<file path="config.mk">
export PLATFORM = sky130hd
export DESIGN_NAME = aeb_merge
export DESIGN_NICKNAME = d
export VERILOG_FILES = /design/src/rtl/aeb_pkg.sv /design/src/rtl/aeb_merge.sv
export SDC_FILE = /design/constraint.sdc
export NUM_CORES = 1
export LEC_CHECK = 0
export BUFFER_PORTS_ARGS = -buffer_cell sky130_fd_sc_hd__buf_2
export CAP_MARGIN = 5
export CORE_MARGIN = 1
export CORE_UTILIZATION = 60
export DETAILED_ROUTE_END_ITERATION = 8
export HOLD_SLACK_MARGIN = 0.12
export PLACE_DENSITY = 0.84
export SLEW_MARGIN = 20
export SYNTH_ARGS = -nofsm -noshare
export SYNTH_HDL_FRONTEND = slang
export SYNTH_SLANG_ARGS = --single-unit
</file>
<file path="constraint.sdc">
create_clock -name clk -period 19.95 [get_ports clk]
set_input_delay 1.995 -clock clk [delete_from_list [all_inputs] [get_ports clk]]
set_output_delay 1.995 -clock clk [all_outputs]
set_load 0.05 [all_outputs]
</file>
<file path="src/rtl/aeb_pkg.sv">
// Shared constants, codes and types for the audio envelope binner.
package aeb_pkg;

  localparam int NUM_BINS     = 512;
  localparam int MAX_CHANNELS = 8;
  localparam int STRIDE       = 4;

  localparam int BIN_AW  = (NUM_BINS > 1) ? $clog2(NUM_BINS) : 1;
  localparam int FILL_W  = $clog2(NUM_BINS + 1);
  localparam int PHASE_W = (STRIDE > 1) ? $clog2(STRIDE) : 1;

  localparam int SAMPLE_W = 32;
  localparam int MAG_W    = 16;
  localparam int SUM_W    = MAG_W + ((MAX_CHANNELS > 1) ? $clog2(MAX_CHANNELS) : 1);
  localparam int LEVEL_W  = 16;
  localparam int SPB_W    = 24;
  localparam int CH_W     = 4;
  localparam int DIV_W    = 40;
  localparam int DVSR_W   = 24;
  localparam int STEP_W   = $clog2(DIV_W + 1);

  localparam logic [LEVEL_W-1:0] FULL_SCALE = 16'd32768;

  // Sample formats
  localparam logic [1:0] FMT_S16 = 2'd0;
  localparam logic [1:0] FMT_S32 = 2'd1;
  localparam logic [1:0] FMT_U8  = 2'd2;

  // Request types
  localparam logic [1:0] REQ_FRAME  = 2'd0;
  localparam logic [1:0] REQ_FINISH = 2'd1;
  localparam logic [1:0] REQ_READ   = 2'd2;
  localparam logic [1:0] REQ_CLEAR  = 2'd3;

  // Result kinds
  localparam logic [1:0] KIND_BIN     = 2'd0;
  localparam logic [1:0] KIND_SUMMARY = 2'd1;
  localparam logic [1:0] KIND_READ    = 2'd2;

  // Register indexes
  localparam logic [1:0] REG_SPB     = 2'd0;
  localparam logic [1:0] REG_CHANNEL = 2'd1;
  localparam logic [1:0] REG_FORMAT  = 2'd2;

  typedef logic [MAG_W-1:0]    mag_t;
  typedef logic [SAMPLE_W-1:0] sample_t;

  typedef struct packed {
    logic                start;
    logic [DIV_W-1:0]    dividend;
    logic [DVSR_W-1:0]   divisor;
    logic [STEP_W-1:0]   steps;
  } div_req_t;

  typedef struct packed {
    logic             done;
    logic [DIV_W-1:0] quotient;
  } div_rsp_t;

endpackage

</file>
<file path="src/rtl/aeb_merge.sv">
// Merge stage: registered sum of the lane magnitudes for the channels in use.
module aeb_merge
  import aeb_pkg::*;
(
  input  logic                     clk,
  input  mag_t                     mags [MAX_CHANNELS],
  input  logic [MAX_CHANNELS-1:0]  lane_en,
  output logic [SUM_W-1:0]         sum
);

  logic [SUM_W-1:0] sum_next;

  always_comb begin
    sum_next = '0;
    for (int c = 0; c < MAX_CHANNELS; c++) begin
      if (lane_en[c]) sum_next = sum_next + SUM_W'(mags[c]);
    end
  end

  always_ff @(posedge clk) begin
    sum <= sum_next;
  end

endmodule

</file>
======== Yosys cells after proc, flatten, opt, wreduce, memory -nomap -nowiden ========
Index checks and enable logic that the tools add are counted.
word-level totals
  flip-flop bits (word level) ............. 19
  output and inout port bits .............. 19
  word-level logic and storage cells ...... 16
operators by class
  $add $sub $neg .......................... 7
  multiplexer cells ....................... 8
operators with widths
  kind                                       number
  19-bit by 16-bit adder with 19-bit output  7
  19-bit two-way mux                         7
  16-bit two-way mux                         1

======== Depth between registers and ports, before layout ========
  depth in word-level cells ............... 15
  depth in mapped cells ................... 55
  depth with buffers taken out ............ 53

======== Worst setup path before layout ========
OpenSTA, ideal clock, no wires.
  path kind ............................... input to register
  start ................................... input port lane_en[0]
  end ..................................... register sum[17]
  setup time .............................. 0.072 ns
  arrival time ............................ 11.319 ns
  required time ........................... 19.878 ns
  path slack .............................. 8.558 ns
  stages on the path ...................... 52
  cell sequence ........................... buf_2 and2_1 ha_1 fa_1 maj3_2 a32o_1 a211oi_4 xnor2_1 and3_1 or2_2 ha_1 a2111oi_0 or3_1 nand3_1 o21ai_0 inv_1 ha_1 nor2_1 [16 not listed] a21boi_0 nand3b_1 o31ai_1 ha_1 and2_1 a31oi_1 o31ai_1 o21a_1 nor2_1 xnor2_1 a221o_1 ha_1 nand2_1 o21a_1 o21ai_0 a21oi_1 nor3b_1 xnor2_1
between the ends
  longest elaborated chain between the ends .. 15
RTL lines
  element                                    RTL line         RTL
  from (decl)                                aeb_merge.sv:7   input logic [MAX_CHANNELS-1:0] lane_en,
  16-bit two-way mux *                       aeb_merge.sv:16  if (lane_en[c]) sum_next = sum_next + SUM_W'(mags[c]);
  19-bit by 16-bit adder with 19-bit output  aeb_merge.sv:16
  19-bit two-way mux *                       aeb_merge.sv:16
  19-bit by 16-bit adder with 19-bit output  aeb_merge.sv:16
  19-bit two-way mux *                       aeb_merge.sv:16
  19-bit by 16-bit adder with 19-bit output  aeb_merge.sv:16
  19-bit two-way mux *                       aeb_merge.sv:16
  19-bit by 16-bit adder with 19-bit output  aeb_merge.sv:16
  19-bit two-way mux *                       aeb_merge.sv:16
  19-bit by 16-bit adder with 19-bit output  aeb_merge.sv:16
  19-bit two-way mux *                       aeb_merge.sv:16
  19-bit by 16-bit adder with 19-bit output  aeb_merge.sv:16
  19-bit two-way mux *                       aeb_merge.sv:16
  19-bit by 16-bit adder with 19-bit output  aeb_merge.sv:16
  19-bit two-way mux *                       aeb_merge.sv:16
  net sum_next[17]                           aeb_merge.sv:11  logic [SUM_W-1:0] sum_next;
  to (signal assigned)                       aeb_merge.sv:21  sum <= sum_next;
  to (decl)                                  aeb_merge.sv:8   output logic [SUM_W-1:0] sum
Mark *: on every way through the listed nets, which the timed path passes. The rest lies on a longest branch.

======== Final worst setup path ========
Ends and elaborated chain as after synthesis.

==> flow_metrics.tcl <==
set metrics [dict create \
    grt_max_degree 34 \
    fmax_mhz 77.3 \
    reg_top3 "sum (19)" \
    worst_ep_arrival_time_ns 13.11 \
    grt_pass1_vias 6880 \
    peakVddDrop_mv 0.147 \
    clk_pin_slew_ns 0.05 \
    crit_top_cell "ha_1" \
    post-route-min-period_ns 12.93 \
    slew_headroom_pct 37.5 \
    final_antenna_net_count 0 \
    final_hold_viol_count 0 \
    cts_buffer_depth 2 \
    grt_pass1_wl_um 30800 \
    clkPwrFrac_pct 3.6 \
    pwr-share-seq_pct 5.9 \
    swShare_pct 51.9 \
    ys.flop_type "dfxtp_1" \
    start_util_pct 62.8 \
    yosysWarningCount 0 \
    postCtsHoldBufs 0 \
    synth_top_cell_by_area "ha_1" \
    largest_reg_flops 19 \
    slowest_delay_ns 0.73 \
    p_int_uw 544 \
    async_reset_ff_share_pct 0 \
    io_buffers 155 \
    yosys-top-cells-count "ha_1 (120), a21oi_1 (87), nand2_1 (81)" \
    routed-via-count 7583 \
    multiInputGateArea_um2 6630 \
    seq_area_um2 380 \
    min_path_type "input pin to register" \
    crit_start "lane_en[0]" \
    fp.dieH_um 112 \
    total_power_uw 1130 \
    power_leakage_uw 0.00392 \
    slowest_stage "a2111oi_0" \
    nets 1383 \
    ys_seq_area_share_pct 5.21 \
    cts_root_buf "clkbuf_16" \
    cts.sinks 19 \
    netlist.area_leader.share_pct 20.6 \
    dieWidth_um 112 \
    worstSetupPathType "input pin to register" \
    drv_cap 0 \
    p_switching_uw 587 \
    ys_ff_latch 19 \
    worstPathMaxFanout 25 \
    syn_inst 985 \
    postSynthAreaPerCell_um2 7.41 \
    synthesis.area_um2 7300 \
    outcome "complete, but fails checks" \
    area_delta_synth_final_pct 12.8 \
    start_kind "input pin" \
    yosysMostFrequentCell "ha_1" \
    diodes 0 \
    dp_hpwl_um 15400 \
    synth_edf_count 0 \
    pwr-share-comb_pct 90.5 \
    worstHoldStart "mags[0]" \
    wl_per_cell_um 14.5 \
    crit_path_end_kind "register" \
    htree_levels 1 \
    final-max-slew-violation-count 0 \
    post_cts.repair.setup_buffers 0 \
    drt_pre_antenna_iters 7 \
    largest_register "sum" \
    final.period_utilization_pct 64.8 \
    core_area_um2 11600 \
    wirelength_um 18300 \
    cts_buffers 3 \
    globalplace.congestion 0.938 \
    violations "DRC" \
    ys_types 70 \
    rsz0062_at_grt "false" \
    post_cts_resized 0 \
    setup_violations 0 \
    drc_errors 8 \
    fill_cells 1013 \
    tns_ns 0 \
    synth_fp_nets 1249 \
    die_area_um2 12600 \
    drive_gt1_share_pct 19.7 \
    ioPinCount 156 \
    power_per_cell_area_nw_per_um2 137 \
    worst_pin_slew_ns 0.913 \
    required_ns 20.13 \
    drtIter0Drc 543 \
    cts_tree "built" \
    antenna_found_initial 0 \
    synthTopCellsByArea "ha_1 (21%), xnor2_1 (6.5%), mux2_2 (6.3%)" \
    grtUsageTotal_pct 28.9 \
    grt_overflow 0 \
    rows 39 \
    vias_per_cell 6.01 \
]
final timing paths:
path	endpoint	cells past startpoint	slack, ns
max	sum[17]$_DFF_P_	52	7.02
min	sum[0]$_DFF_P_	3	2.10
final cells by class:
class	instances	share of cell area (%)
timing repair buffer	155	9.43
sequential	19	4.62
multi-input combinational	890	80.5
inverter	50	2.28
clock buffer	4	0.958
tap	143	2.17
power groups by stage:
| stage | Sequential (uW) | Combinational, uW | Clock (uW) |
|---|---|---|---|
| after floorplan | 139 | 765 | 0 |
| after global placement | 66.4 | 986 | 0 |
| after detailed placement | 66.9 | 1010 | 0 |
| after CTS | 66.7 | 1020 | 41.5 |
| after global routing | 68.0 | 1140 | 44.2 |
| final | 66.4 | 1020 | 40.6 |
logic make-up after synthesis:
family          after synthesis  share of synthesized area, %
mux                          50                          7.56
flops                        19                          5.21
simple gates                276                          18.8
compound gates              352                          31.5
xor+xnor                     83                          10.2
buf+inv                      76                          3.93
fa+ha+maj                   129                          22.8
worst max-delay path: cells and delay by family:
family | cells | cell delay (ns)
buf+inv | 2 | 0.32
fa+ha+maj | 9 | 3.08
mux | 1 | 0.30
simple gates | 16 | 2.36
xor+xnor | 5 | 0.61
compound gates | 19 | 4.41
stage by stage:
| step | std cells | hold slack [ns] | util, % | instance area, um2 | setup WS [ns] |
|---|---|---|---|---|---|
| 2_1_floorplan | 985 | 2.24 | - | 7300 | 8.56 |
| 3_3_place_gp | 1257 | 2.35 | 70.2 | 8150 | 7.09 |
| 3_5_place_dp | 1257 | 2.36 | 70.2 | 8150 | 6.97 |
| 4_1_cts | 1261 | 2.10 | 70.9 | 8230 | 7.17 |
| 5_1_grt | 1261 | 2.11 | 70.9 | 8230 | 6.28 |
| 6_report | 1261 | 2.10 | 70.9 | 8230 | 7.02 |
layout by cell type (no fill, tap or decap), types with 4 or more instances in the layout:
cell / count
o21a_1: 44
o21ai_0: 77
mux2_2: 41
a21boi_0: 8
o21bai_1: 14
a31oi_1: 12
a21o_1: 28
a211oi_1: 12
o211ai_1: 10
xor2_1: 28
dfxtp_1: 19
mux2i_1: 9
a41oi_1: 4
nor2b_1: 9
nor3b_1: 4
or2_2: 6
a21oi_1: 87
ha_1: 120
nor2_1: 65
nand3_1: 20
or3_1: 10
and2_1: 17
buf_2: 155
nand2_1: 81
nor3_1: 16
inv_1: 49
nand2b_1: 14
o31a_1: 6
and3_1: 8
nor4_1: 4
fa_1: 7
xnor2_1: 54
o31ai_1: 14
nand3b_1: 7
layer usage:
layer	routed length, um	vias up	GRT usage, %	share of wire (%)
li1	-	3922	-	-
met1	8700	3419	39.3	48
met2	8360	220	50.6	46
met3	1040	22	3.02	5.7
met4	199	0	3.91	1.1
met5	0	-	0	0
Power figures use the tool's default switching activity.
