### config.mk
export PLATFORM = sky130hd
export DESIGN_NAME = aeb_lane
export DESIGN_NICKNAME = d
export VERILOG_FILES = /design/src/rtl/aeb_pkg.sv /design/src/rtl/aeb_lane.sv
export SDC_FILE = /design/constraint.sdc
export NUM_CORES = 1
export LEC_CHECK = 0
export BUFFER_PORTS_ARGS = -buffer_cell sky130_fd_sc_hd__buf_4
export CORE_MARGIN = 3
export CORE_UTILIZATION = 45
export DETAILED_ROUTE_END_ITERATION = 8
export PLACE_DENSITY = 0.72
export SLEW_MARGIN = 20
export SYNTH_ARGS = -nofsm -noshare
export SYNTH_HDL_FRONTEND = slang
export SYNTH_SLANG_ARGS = --single-unit
### constraint.sdc
create_clock -name vclk -period 3.8
set_clock_uncertainty 0.2 [all_clocks]
set_input_delay 0.76 -clock vclk [all_inputs]
set_output_delay 0.76 -clock vclk [all_outputs]
set_load 0.02 [all_outputs]
### src/rtl/aeb_pkg.sv
// Shared constants, codes and types for the audio envelope binner.
package aeb_pkg;

  localparam int NUM_BINS     = 512;
  localparam int MAX_CHANNELS = 8;
  localparam int STRIDE       = 4;

  localparam int BIN_AW  = (NUM_BINS > 1) ? $clog2(NUM_BINS) : 1;
  localparam int FILL_W  = $clog2(NUM_BINS + 1);
  localparam int PHASE_W = (STRIDE > 1) ? $clog2(STRIDE) : 1;

  localparam int SAMPLE_W = 32;
  localparam int MAG_W    = 16;
  localparam int SUM_W    = MAG_W + ((MAX_CHANNELS > 1) ? $clog2(MAX_CHANNELS) : 1);
  localparam int LEVEL_W  = 16;
  localparam int SPB_W    = 24;
  localparam int CH_W     = 4;
  localparam int DIV_W    = 40;
  localparam int DVSR_W   = 24;
  localparam int STEP_W   = $clog2(DIV_W + 1);

  localparam logic [LEVEL_W-1:0] FULL_SCALE = 16'd32768;

  // Sample formats
  localparam logic [1:0] FMT_S16 = 2'd0;
  localparam logic [1:0] FMT_S32 = 2'd1;
  localparam logic [1:0] FMT_U8  = 2'd2;

  // Request types
  localparam logic [1:0] REQ_FRAME  = 2'd0;
  localparam logic [1:0] REQ_FINISH = 2'd1;
  localparam logic [1:0] REQ_READ   = 2'd2;
  localparam logic [1:0] REQ_CLEAR  = 2'd3;

  // Result kinds
  localparam logic [1:0] KIND_BIN     = 2'd0;
  localparam logic [1:0] KIND_SUMMARY = 2'd1;
  localparam logic [1:0] KIND_READ    = 2'd2;

  // Register indexes
  localparam logic [1:0] REG_SPB     = 2'd0;
  localparam logic [1:0] REG_CHANNEL = 2'd1;
  localparam logic [1:0] REG_FORMAT  = 2'd2;

  typedef logic [MAG_W-1:0]    mag_t;
  typedef logic [SAMPLE_W-1:0] sample_t;

  typedef struct packed {
    logic                start;
    logic [DIV_W-1:0]    dividend;
    logic [DVSR_W-1:0]   divisor;
    logic [STEP_W-1:0]   steps;
  } div_req_t;

  typedef struct packed {
    logic             done;
    logic [DIV_W-1:0] quotient;
  } div_rsp_t;

endpackage

### src/rtl/aeb_lane.sv
// One channel lane: turns a raw sample into a Q1.15 magnitude.
module aeb_lane
  import aeb_pkg::*;
(
  input  sample_t    sample,
  input  logic [1:0] sample_format,
  output mag_t       mag
);

  logic [15:0] s16;
  logic [31:0] abs32;
  logic [7:0]  u8;
  logic [7:0]  d8;

  always_comb begin
    s16   = sample[15:0];
    abs32 = sample[31] ? 32'(~sample + 32'd1) : sample;
    u8    = sample[7:0];
    d8    = (u8 >= 8'd128) ? 8'(u8 - 8'd128) : 8'(8'd128 - u8);
    case (sample_format)
      FMT_S16: mag = s16[15] ? 16'(17'h10000 - {1'b0, s16}) : s16;
      FMT_S32: mag = abs32[31:16];
      FMT_U8:  mag = {d8, 8'b0};
      default: mag = '0;
    endcase
  end

endmodule

Word level (Yosys, flattened, before mapping). Cells that the tools add are included.

Flip-flop bits (word level): 0. Latch bits: 0. Memory bits (writable): 0. ROM bits: 0. Input port bits: 34. Logic and storage cells: 13. Memories kept: 0.

$add $sub $neg: 4. Multipliers: 0. Div/mod/pow operators: 0. Magnitude comparators: 1. Equality and inequality tests: 2. Shift operators: 0. Mux-type cells: 4. Bitwise operators: 1. Reductions and logical operators: 1.

Operator list (count): $pmux 16 s3 (1); $add 32x1->32 const B (1); $mux 32 (1); $not 32->32 (1); $mux 16 (1); $sub 1x16->16 const A (1); $ge 8x8->1 const B (1); $mux 8 (1); $sub 8x8->8 const A (1); $sub 8x8->8 const B (1); $eq 2x1->1 const B (1); $eq 2x2->1 const B (1); $logic_not 2->1 (1).

Longest topological paths before layout.
Depth after elaboration: 4. Depth in mapped cells: 8.

Worst setup path before layout. OpenSTA, ideal clock, no wires.

Path kind: in2out. Start: in sample[3]. End: out mag[5]. Data arrival time: 2.922 ns. Required time: 2.840 ns. Path slack: -0.082 ns. Cell stages on the path: 8. Cell sequence: buf_6 -> or4_4 -> buf_6 -> or3_1 -> buf_6 -> o41ai_2 -> xor2_1 -> a211oi_1.

Cells in the longest elaborated chain, start to end: 4. Elaborated cells between the ends (all ways): 6.

RTL lines: start: declaration (RTL line aeb_lane.sv:5) `input sample_t sample,`; $not 32->32 (RTL line aeb_lane.sv:17) `abs32 = sample[31] ? 32'(~sample + 32'd1) : sample;`; $add 32x1->32 (RTL line aeb_lane.sv:17); $mux 32 (RTL line aeb_lane.sv:17); $pmux 16 s3 * (RTL line aeb_lane.sv:20) `case (sample_format)`; end: declaration (RTL line aeb_lane.sv:7) `output mag_t mag`.

Every way passes the cells marked *; elsewhere a longest branch is shown, timed or not.

Final worst setup path.
Start: in sample[18]. End: out mag[13].

Cells in the longest elaborated chain, start to end: 4.

RTL lines (RTL line): $not 32->32 (aeb_lane.sv:17); $add 32x1->32 (aeb_lane.sv:17); $mux 32 (aeb_lane.sv:17); $pmux 16 s3 (aeb_lane.sv:20).

No other way between the ends.

==> flow_results.xml <==
<?xml version="1.0" encoding="UTF-8"?>
<metrics>
  <group name="sta">
    <metric name="timing.fmax" unit="MHz">267</metric>
    <metric name="slew-limit-headroom" unit="%">71.4</metric>
    <metric name="layout_setup_ws" unit="ns">0.0537</metric>
    <metric name="timing.final.crit_period" unit="ns">3.75</metric>
    <metric name="timing_hold_violations_final" unit="">0</metric>
    <metric name="setup_violations" unit="">0</metric>
    <metric name="min_period_over_period" unit="%">98.6</metric>
    <metric name="report.final.slew_viol_count" unit="">0</metric>
    <metric name="worst_slew_pin_slew" unit="ns">0.429</metric>
    <metric name="hold_slack" unit="ns">1.75</metric>
  </group>
  <group name="global_routing">
    <metric name="pin_count_of_the_biggest_net_entering_global_routing" unit="">23</metric>
    <metric name="total_track_usage" unit="%">20.8</metric>
    <metric name="antenna_found_initial" unit="">0</metric>
    <metric name="globalRouteOverflowTotal" unit="">0</metric>
    <metric name="first_global_vias" unit="">1264</metric>
    <metric name="grt_pass1_wl" unit="µm">5880</metric>
  </group>
  <group name="die">
    <metric name="start_util" unit="%">49.3</metric>
    <metric name="die-width" unit="µm">59.3</metric>
    <metric name="core_area" unit="mm²">0.00259</metric>
    <metric name="core.rowCount" unit="">18</metric>
    <metric name="chipHeight" unit="µm">59.3</metric>
    <metric name="die-area" unit="mm²">0.00351</metric>
    <metric name="boundaryPins" unit="">50</metric>
  </group>
  <group name="critical_path">
    <metric name="timing.setup.critical_path_class" unit="">input port to primary output</metric>
    <metric name="crit_path_max_fanout" unit="">8</metric>
    <metric name="crit_path_start_kind" unit="">input port</metric>
    <metric name="crit_arrival" unit="ns">2.79</metric>
    <metric name="crit_path_end_kind" unit="">primary output</metric>
    <metric name="critical_path_required" unit="ns">2.84</metric>
  </group>
  <group name="synth">
    <metric name="syn-num-nets" unit="">198</metric>
    <metric name="synth.yosys.seq_area_share" unit="%">0</metric>
    <metric name="syn-cell-area" unit="mm²">0.00128</metric>
    <metric name="post_synth_inst_count" unit="">163</metric>
    <metric name="synth.avg_cell_area" unit="µm²">7.83</metric>
    <metric name="yosysWarnings" unit="">0</metric>
    <metric name="synth_cell_type_count" unit="">41</metric>
  </group>
  <group name="worst_hold_path">
    <metric name="hold_path.class" unit="">input port to primary output</metric>
  </group>
  <group name="finish">
    <metric name="final_area" unit="mm²">0.00178</metric>
    <metric name="flow.area_growth_from_synthesis" unit="%">39.4</metric>
    <metric name="final-seq-area" unit="µm²">0</metric>
    <metric name="final_cell_mix" unit="">61 x buf_4, 14 x xor2_1, 13 x xnor2_1</metric>
    <metric name="n_antenna_cell" unit="">0</metric>
    <metric name="post_route_cells_drive_above_1_share" unit="%">45.2</metric>
    <metric name="layout_sequential_cell_count" unit="">0</metric>
    <metric name="nFillCells" unit="">233</metric>
    <metric name="design.final.nets" unit="">245</metric>
    <metric name="clockBufferCount" unit="">0</metric>
    <metric name="mostFrequentLayoutCell" unit="">buf_4</metric>
  </group>
  <group name="power">
    <metric name="power.density_cell_area" unit="mW/mm²">115</metric>
    <metric name="proportion_of_power_drawn_by_combinational_gates" unit="%">100.0</metric>
    <metric name="seq_power_share" unit="%">0</metric>
    <metric name="clock_power_share" unit="%">0</metric>
    <metric name="power_switching_share" unit="%">52.1</metric>
    <metric name="peak_supply_drop" unit="V">0.0000753</metric>
    <metric name="cellInternalPower" unit="W">0.0000983</metric>
    <metric name="power_leakage" unit="nW">0.745</metric>
    <metric name="power.net_switching" unit="W">0.000107</metric>
  </group>
  <group name="status">
    <metric name="result_of_the_run" unit="">complete, no violations</metric>
  </group>
  <group name="place">
    <metric name="io_buffers" unit="">50</metric>
    <metric name="place_area" unit="mm²">0.00172</metric>
    <metric name="dp_slack" unit="ns">0.00937</metric>
    <metric name="place.gp.congestion" unit="">0.845</metric>
    <metric name="hpwlAfterDp" unit="µm">3040</metric>
  </group>
  <group name="route">
    <metric name="via_count" unit="">1430</metric>
    <metric name="drt_first_iter_violations" unit="">58</metric>
    <metric name="antenna_nets_post_route" unit="">0</metric>
    <metric name="vias_per_instance" unit="">6.01</metric>
    <metric name="dr.pass1.iters" unit="">4</metric>
    <metric name="post_drt_wl_per_cell" unit="µm">16.2</metric>
    <metric name="drc" unit="">0</metric>
    <metric name="wirelength" unit="µm">3850</metric>
  </group>
  <group name="job">
    <metric name="maxCapViolations" unit="">0</metric>
  </group>
</metrics>
## final timing paths
kind	startpoint	endpoint	slack, ns	cells past startpoint
hold / removal	sample_format[1]	mag[4]	1.75	3
setup / recovery	sample[18]	mag[13]	0.05	8
## layout make-up
| cell class | instances | area (µm²) | area share, % |
|---|---|---|---|
| multi-input cells | 139 | 1220 | 68.7 |
| repair buffers | 64 | 500 | 28.1 |
| inverters | 5 | 18.8 | 1.05 |
| well taps | 30 | 37.5 | 2.11 |
## power by group through the flow
stage          logic [W]  registers (W)  clock network [W]
6_report        0.000205              0                  0
5_1_grt         0.000222              0                  0
4_1_cts         0.000201              0                  0
3_5_place_dp    0.000200              0                  0
3_3_place_gp    0.000198              0                  0
2_1_floorplan   0.000118              0                  0
## per-stage QoR
step / power, W / TNS (ns) / util (%) / instances
final: 0.000205 / 0 / 68.7 / 238
after detailed placement: 0.000200 / 0 / 66.5 / 238
after floorplan: 0.000118 / 0 / - / 163
after CTS: 0.000201 / 0 / 66.5 / 238
after global placement: 0.000198 / 0 / 66.5 / 238
after global routing: 0.000222 / -0.00158 / 68.7 / 238
## layer usage
layer	GRT usage [%]	wire length [µm]
met1	29.5	1720
met2	35.9	1910
met3	0.871	201
met4	1.62	21
met5	0	0
## logic make-up after synthesis
family	count (synthesis)	share of synthesized area, %
buffers and inverters	24	10.1
and+or+nand+nor	52	27.7
xor gates and xnor gates	27	18.5
muxes	10	7.84
adders and majority gates	1	0.980
AOI/OAI and AO/OA	49	34.8
## worst max-delay path: stages
cell and delay [ns]:
buf_4 0.12, or4_4 0.54, or4_1 0.43, buf_6 0.17, o41ai_2 0.31, xor2_1 0.11, o22ai_1 0.18, buf_4 0.17
## synthesized netlist by cell type, drive strengths merged
master   instances  area (µm²)
a31oi            1        6.26
o22ai            6        37.5
or4              8        67.6
o21ai            9        45.0
or2              5        31.3
a211oi           5        37.5
nand2b           3        18.8
nor2b            6        37.5
nor4             3        55.1
a21oi            1        5.00
nor2             7        26.3
xnor2           13         114
a2bb2oi          1        8.76
o41ai           11         171
buf              9        72.6
nor3             3        15.0
inv              5        18.8
a221o            2        20.0
nand2            4        15.0
or3b             1        8.76
o31ai           10        85.1
mux2i           10         100
nand3b           1        7.51
o221ai           2        17.5
nor3b            1        7.51
or3             10        63.8
o32a             1        10.0
clkbuf          10        37.5
xor2            14         123
ha               1        12.5
## what timing repair did
action	4_1_cts	5_1_grt
setup buffers	0	0
hold buffers	0	0
hold endpoints to repair	0	0
resized for setup	0	11
setup endpoints to repair	0	12
(Power assumes the default switching activity.)
