`src/rtl/aeb_pkg.sv`:
```
// Shared constants, codes and types for the audio envelope binner.
package aeb_pkg;

  localparam int NUM_BINS     = 512;
  localparam int MAX_CHANNELS = 8;
  localparam int STRIDE       = 4;

  localparam int BIN_AW  = (NUM_BINS > 1) ? $clog2(NUM_BINS) : 1;
  localparam int FILL_W  = $clog2(NUM_BINS + 1);
  localparam int PHASE_W = (STRIDE > 1) ? $clog2(STRIDE) : 1;

  localparam int SAMPLE_W = 32;
  localparam int MAG_W    = 16;
  localparam int SUM_W    = MAG_W + ((MAX_CHANNELS > 1) ? $clog2(MAX_CHANNELS) : 1);
  localparam int LEVEL_W  = 16;
  localparam int SPB_W    = 24;
  localparam int CH_W     = 4;
  localparam int DIV_W    = 40;
  localparam int DVSR_W   = 24;
  localparam int STEP_W   = $clog2(DIV_W + 1);

  localparam logic [LEVEL_W-1:0] FULL_SCALE = 16'd32768;

  // Sample formats
  localparam logic [1:0] FMT_S16 = 2'd0;
  localparam logic [1:0] FMT_S32 = 2'd1;
  localparam logic [1:0] FMT_U8  = 2'd2;

  // Request types
  localparam logic [1:0] REQ_FRAME  = 2'd0;
  localparam logic [1:0] REQ_FINISH = 2'd1;
  localparam logic [1:0] REQ_READ   = 2'd2;
  localparam logic [1:0] REQ_CLEAR  = 2'd3;

  // Result kinds
  localparam logic [1:0] KIND_BIN     = 2'd0;
  localparam logic [1:0] KIND_SUMMARY = 2'd1;
  localparam logic [1:0] KIND_READ    = 2'd2;

  // Register indexes
  localparam logic [1:0] REG_SPB     = 2'd0;
  localparam logic [1:0] REG_CHANNEL = 2'd1;
  localparam logic [1:0] REG_FORMAT  = 2'd2;

  typedef logic [MAG_W-1:0]    mag_t;
  typedef logic [SAMPLE_W-1:0] sample_t;

  typedef struct packed {
    logic                start;
    logic [DIV_W-1:0]    dividend;
    logic [DVSR_W-1:0]   divisor;
    logic [STEP_W-1:0]   steps;
  } div_req_t;

  typedef struct packed {
    logic             done;
    logic [DIV_W-1:0] quotient;
  } div_rsp_t;

endpackage

```
`src/rtl/aeb_div.sv`:
```
// Shared restoring divider, one quotient bit per cycle, caller-aligned dividend.
module aeb_div
  import aeb_pkg::*;
(
  input  logic     clk,
  input  logic     rst,
  input  div_req_t req,
  output div_rsp_t rsp
);

  logic [STEP_W-1:0] cnt;
  logic [DIV_W-1:0]  quo;
  logic [DVSR_W-1:0] rem;
  logic [DVSR_W-1:0] dvsr;
  logic              done;
  logic [DVSR_W+1:0] diff;
  logic              borrow;

  always_comb begin
    diff   = {1'b0, rem, quo[DIV_W-1]} - {2'b0, dvsr};
    borrow = diff[DVSR_W+1];
  end

  always_ff @(posedge clk) begin
    if (rst) begin
      cnt  <= '0;
      done <= 1'b0;
    end else begin
      done <= (cnt == STEP_W'(1));
      if (req.start) begin
        cnt <= req.steps;
      end else if (cnt != '0) begin
        cnt <= cnt - 1'b1;
      end
    end
  end

  always_ff @(posedge clk) begin
    if (req.start) begin
      quo  <= req.dividend;
      rem  <= '0;
      dvsr <= req.divisor;
    end else if (cnt != '0) begin
      // shift in the next dividend bit, keep the difference when it fits
      rem <= borrow ? {rem[DVSR_W-2:0], quo[DIV_W-1]} : diff[DVSR_W-1:0];
      quo <= {quo[DIV_W-2:0], ~borrow};
    end
  end

  assign rsp.done     = done;
  assign rsp.quotient = quo;

endmodule

```
`config.mk`:
```
export PLATFORM = sky130hd
export DESIGN_NAME = aeb_div
export DESIGN_NICKNAME = d
export VERILOG_FILES = /design/src/rtl/aeb_pkg.sv /design/src/rtl/aeb_div.sv
export SDC_FILE = /design/constraint.sdc
export NUM_CORES = 1
export LEC_CHECK = 0
export ABC_AREA = 0
export BUFFER_PORTS_ARGS = -buffer_cell sky130_fd_sc_hd__buf_2
export CAP_MARGIN = 0
export CORE_MARGIN = 1.5
export CORE_UTILIZATION = 35
export CTS_BUF_LIST = sky130_fd_sc_hd__clkbuf_8
export CTS_CLUSTER_SIZE = 24
export DETAILED_ROUTE_END_ITERATION = 6
export PLACE_DENSITY = 0.64
export SETUP_SLACK_MARGIN = 0.05
export SLEW_MARGIN = 30
export SYNTH_ARGS = -nofsm -noshare
export SYNTH_HDL_FRONTEND = slang
export SYNTH_SLANG_ARGS = --single-unit
```
`constraint.sdc`:
```
create_clock -name clk -period 2.32 [get_ports clk]
set_clock_uncertainty 0.1 [all_clocks]
set_input_delay 0.232 -clock clk [delete_from_list [all_inputs] [get_ports clk]]
set_output_delay 0.232 -clock clk [all_outputs]
set_load 0.02 [all_outputs]
```
# After elaboration in Yosys (flattened, before gate mapping)
# Index checks and enable logic that the tools add are counted.
[word_totals]
register_bits = 95
inputBits = 73
out_inout_bits = 41
word_cells = 16
[classes]
add_sub_neg = 2
n_eq_ne = 1
n_mux = 5
bitwise = 1
reduce_logical = 2
[op_table]
columns = ["cell", "count"]
rows = [
  ["40-bit 2-to-1 mux", 2],
  ["25-bit by 24-bit subtractor with 26-bit output", 1],
  ["24-bit 2-to-1 mux", 1],
  ["6-bit 2-to-1 mux", 2],
  ["6-bit by 1-bit equality test with 1-bit output, second input constant", 1],
  ["6-bit nonzero test", 1],
  ["6-bit by 1-bit subtractor with 6-bit output, second input constant", 1],
  ["2-bit nonzero test", 1],
  ["1-bit NOT", 1],
]

# Logic depth before layout (Yosys ltp)
[depth]
depth_word = 4
mapped_depth = 12
ltp_nobuf = 11

# Least setup slack after synthesis
# No wires, ideal clock.
[synth_timing]
kind = "flip-flop to flip-flop"
from = "reg quo[39]"
to = "reg rem[20]"
t_arrival_ns = 2.455
required_time_ns = 2.132
slack_ns = -0.323
path_stages_with_launch = 12
n_path_buf = 0
path_cell_list = "edfxtp_1 -> inv_1 -> ha_1 -> fa_1 -> nor2b_4 -> o31a_1 -> or4_4 -> a31o_1 -> nand4_1 -> mux2i_1 -> a21o_1 -> a311oi_2"
[synth_between]
elab_chain_cells = 2
[synth_lines]
columns = ["element", "line_no", "source"]
rows = [
  ["start: declaration", "aeb_div.sv:12", "logic [DIV_W-1:0] quo;"],
  ["start signal: assignment", "aeb_div.sv:40", "quo <= req.dividend;"],
  ["start signal: assignment", "aeb_div.sv:46", "quo <= {quo[DIV_W-2:0], ~borrow};"],
  ["25-bit by 24-bit subtractor with 26-bit output", "aeb_div.sv:20", "diff = {1'b0, rem, quo[DIV_W-1]} - {2'b0, dvsr};"],
  ["24-bit 2-to-1 mux", "aeb_div.sv:45", "rem <= borrow ? {rem[DVSR_W-2:0], quo[DIV_W-1]} : diff[DVSR_W-1:0];"],
  ["end signal: assignment", "aeb_div.sv:45", ""],
  ["end: declaration", "aeb_div.sv:13", "logic [DVSR_W-1:0] rem;"],
]
# Every way passes these cells.
# A chain may end at the register's enable or synchronous reset.

# Worst setup path in the final report
[layout_timing]
from = "reg dvsr[18]"
to = "reg rem[8]"
[layout_between]
elab_chain_cells = 2
[layout_lines]
columns = ["element", "line_no", "source"]
rows = [
  ["start: declaration", "aeb_div.sv:14", "logic [DVSR_W-1:0] dvsr;"],
  ["start signal: assignment", "aeb_div.sv:42", "dvsr <= req.divisor;"],
  ["25-bit by 24-bit subtractor with 26-bit output", "aeb_div.sv:20", ""],
  ["24-bit 2-to-1 mux", "aeb_div.sv:45", ""],
]
# Every way passes these cells.

==> results.toml <==
[detailed_routing]
drtAntennaViolNets = 0
drt_first_iter_violations = 229
finalWirelength_um = 14300
route.detailed.vias_per_inst = 5.14
drt-pass1-iter-count = 5
num_vias = 4699
drt-wirelength-per-cell_um = 15.6
drcViolationCount = 0

[cts]
cts_tree = "yes"
tritoncts_buffers = 9
cts.htree.levels = 3
clockRootBuffer = "clkbuf_8"
path_clk_slew_ns = 0.09
clock_latency_ns = 0.39
clock_path_buffers = 2
clock_sinks = 95

[yosys]
synth_area_mm2 = 0.00518
synth_top_cell_by_area = "edfxtp_1"
synth.distinct_cells = 59
synth_seq_area_share_pct = 49.1
yosysWarningCount = 0
synth-async-reset-ratio_pct = 0
syn_avg_cell_area_um2 = 10.8
post_synth_edffs = 64
synth_ff_type = "edfxtp_1"
synth_cells = 481
number_of_storage_elements_in_the_synthesis_netlist = 95
post_synth_main_area_contributors = "edfxtp_1, dfxtp_1, mux2_2"
post-synth-top-area-fraction_pct = 37.1
postSynthNetCount = 581

[power_and_ir_drop]
cellLeakagePower_uw = 0.00338
share_clk_of_total_power_pct = 17.9
power.density_mw_per_mm2 = 897
power.internal_uw = 4410
worst_ir_drop_vdd_uv = 477
power.share.switching_pct = 36.2
power.share.combinational_pct = 48.7
seq_power_share_pct = 33.4
netSwitchingPower_uw = 2510
total_power_uw = 6920

[sta]
post-route-worst-setup-slack_ns = -0.371
timing_hold_violations_final = 0
post-route-min-period_ns = 2.69
total_setup_violations_reported_at_the_end_of_the_flow = 24
rsz0062_at_grt = "true"
maxSlewHeadroom_pct = 48.2
max_freq_ghz = 0.372
final.setup.tns_ns = -6.29
slew_violations = 0
holdWs_ns = 0.00918
worst_pin_slew_ns = 0.777
timing.final.crit_share_pct = 116

[worst_hold_path]
hp-class = "in -> reg"

[floorplanning]
design.core.area_mm2 = 0.0145
fp-row-count = 44
die_w_um = 125
floorplan.die.height_um = 125
dieArea_mm2 = 0.0155
num_io_pins = 114
starting_utilization_of_the_core_area_pct = 35.8

[critical_path]
crit_path_start_kind = "flop"
timing.critical_path.arrival_ns = 2.87
crit_path_max_fanout = 5
critPathRequiredTime_ns = 2.50
critical_path.endpoint_type = "flop"
setup.worst_path.class = "reg -> reg"

[place]
dpl_cell_area_mm2 = 0.00668
portBuffers = 113
hpwlAfterDp_um = 9810
place.gp.congestion = 0.891

[global_routing]
grt_max_degree = 41
number_of_antenna_violations_at_the_first_check_in_global_routing = 0
grt_first_pass_wirelength_um = 22500
global_route.overflow_total = 0
grt_pass1_vias = 4794
globalRouteTotalUtil_pct = 17.8

[cells_and_area]
layout_commonest_cell = "buf_2"
finalInstanceArea_mm2 = 0.00772
nets = 826
final_cell_mix = "buf_2, buf_4, edfxtp_1"
syn2layout_area_growth_pct = 48.9
layout-drive-gt1-share_pct = 47.5
num_antenna_cells = 0
final_core_util_pct = 53.3

[outcome]
failed_checks = "negative setup slack"
outcome = "finished, violations left"

[run]
max-cap-violations = 0
-- final timing paths --
path	start	to	slack [ns]	cells past startpoint
setup / recovery	dvsr[18]	rem[8]	-0.37	12
hold / removal	req[5]	cnt[5]	0.009	3
setup reg to reg	dvsr[18]	rem[8]	-0.37	12
hold reg to reg	rem[22]	rem[22]	0.43	2
-- power groups by stage --
stage	logic, uW	registers, uW	clock network, uW
final	3370	2310	1240
after global routing	3610	2350	1320
after CTS	2890	2310	1260
after detailed placement	2720	2330	0
after global placement	2690	2330	0
after floorplan	1480	2480	0
-- through the flow --
stage,cells,setup slack (ns)
after floorplan,481,-0.318
after global placement,852,-0.281
after detailed placement,852,-0.331
after CTS,902,-0.338
after global routing,915,-0.439
final,915,-0.371
-- routing by layer --
layer / share of wire [%] / GRT usage, % / wire length (um)
met2: 45 / 28.9 / 6470
met3: 7.3 / 4.25 / 1040
met5: 0 / 0 / 0
met4: 3.9 / 9.13 / 553
met1: 44 / 22.0 / 6230
-- layout make-up --
cell class	count	area [um2]
Tap cell	184	230
Clock inverter	7	96.3
Fill cell	1229	6760
Clock buffer	9	124
Sequential cell	95	2540
Timing Repair Buffer	255	1800
Multi-Input combinational cell	329	2790
Inverter	36	139
-- synthesized netlist by cell type (3+ instances only) --
| cell type | n |
|---|---|
| a211oi_1 | 8 |
| a21o_1 | 7 |
| a21oi_1 | 30 |
| a22o_1 | 3 |
| a22oi_1 | 3 |
| a311oi_1 | 3 |
| a31oi_1 | 7 |
| a32oi_1 | 3 |
| and3_1 | 6 |
| buf_2 | 5 |
| buf_4 | 4 |
| clkbuf_1 | 11 |
| dfxtp_1 | 31 |
| edfxtp_1 | 64 |
| ha_1 | 26 |
| inv_1 | 36 |
| mux2_2 | 39 |
| nand2_1 | 29 |
| nand2b_1 | 4 |
| nand3_1 | 11 |
| nand4_1 | 4 |
| nor2_1 | 41 |
| nor2b_1 | 3 |
| nor3_1 | 13 |
| o211ai_1 | 4 |
| o21a_1 | 3 |
| o21ai_0 | 14 |
| o31ai_1 | 5 |
| or3_1 | 3 |
| xnor2_1 | 8 |
| xor2_1 | 12 |
-- registers in the layout, indices dropped and copies added, names as in the netlist --
| signal | count |
|---|---|
| quo | 40 |
| rem | 24 |
| dvsr | 24 |
| done | 1 |
| cnt | 6 |
-- what timing repair did --
item	CTS	global route
gates cloned	0	3
endpoints found under the hold margin	30	0
setup endpoints to repair	25	26
setup buffers	3	10
resized for setup	26	49
pin swaps	16	39
hold buffers	32	0
-- kinds of logic (layout without fill, tap and decap cells) --
family	count (synthesis)	count (layout)	synth area share, %
compound gates	114	114	15.5
xor+xnor	20	20	3.38
fa+ha+maj	27	27	6.66
buf+inv	57	307	4.54
flops	95	95	49.1
mux	41	41	8.86
simple gates	127	127	12.0
-- critical path, cell delays in order (launching register included) --
cell       delay (ns)
edfxtp_1         0.40
inv_2            0.08
ha_4             0.20
a21o_1           0.17
a21oi_2          0.17
o21ai_2          0.08
a2111o_1         0.41
o31ai_4          0.33
buf_6            0.16
buf_6            0.11
clkbuf_16        0.15
o21ai_2          0.05
a22o_1           0.19
(Power assumes the default switching activity.)
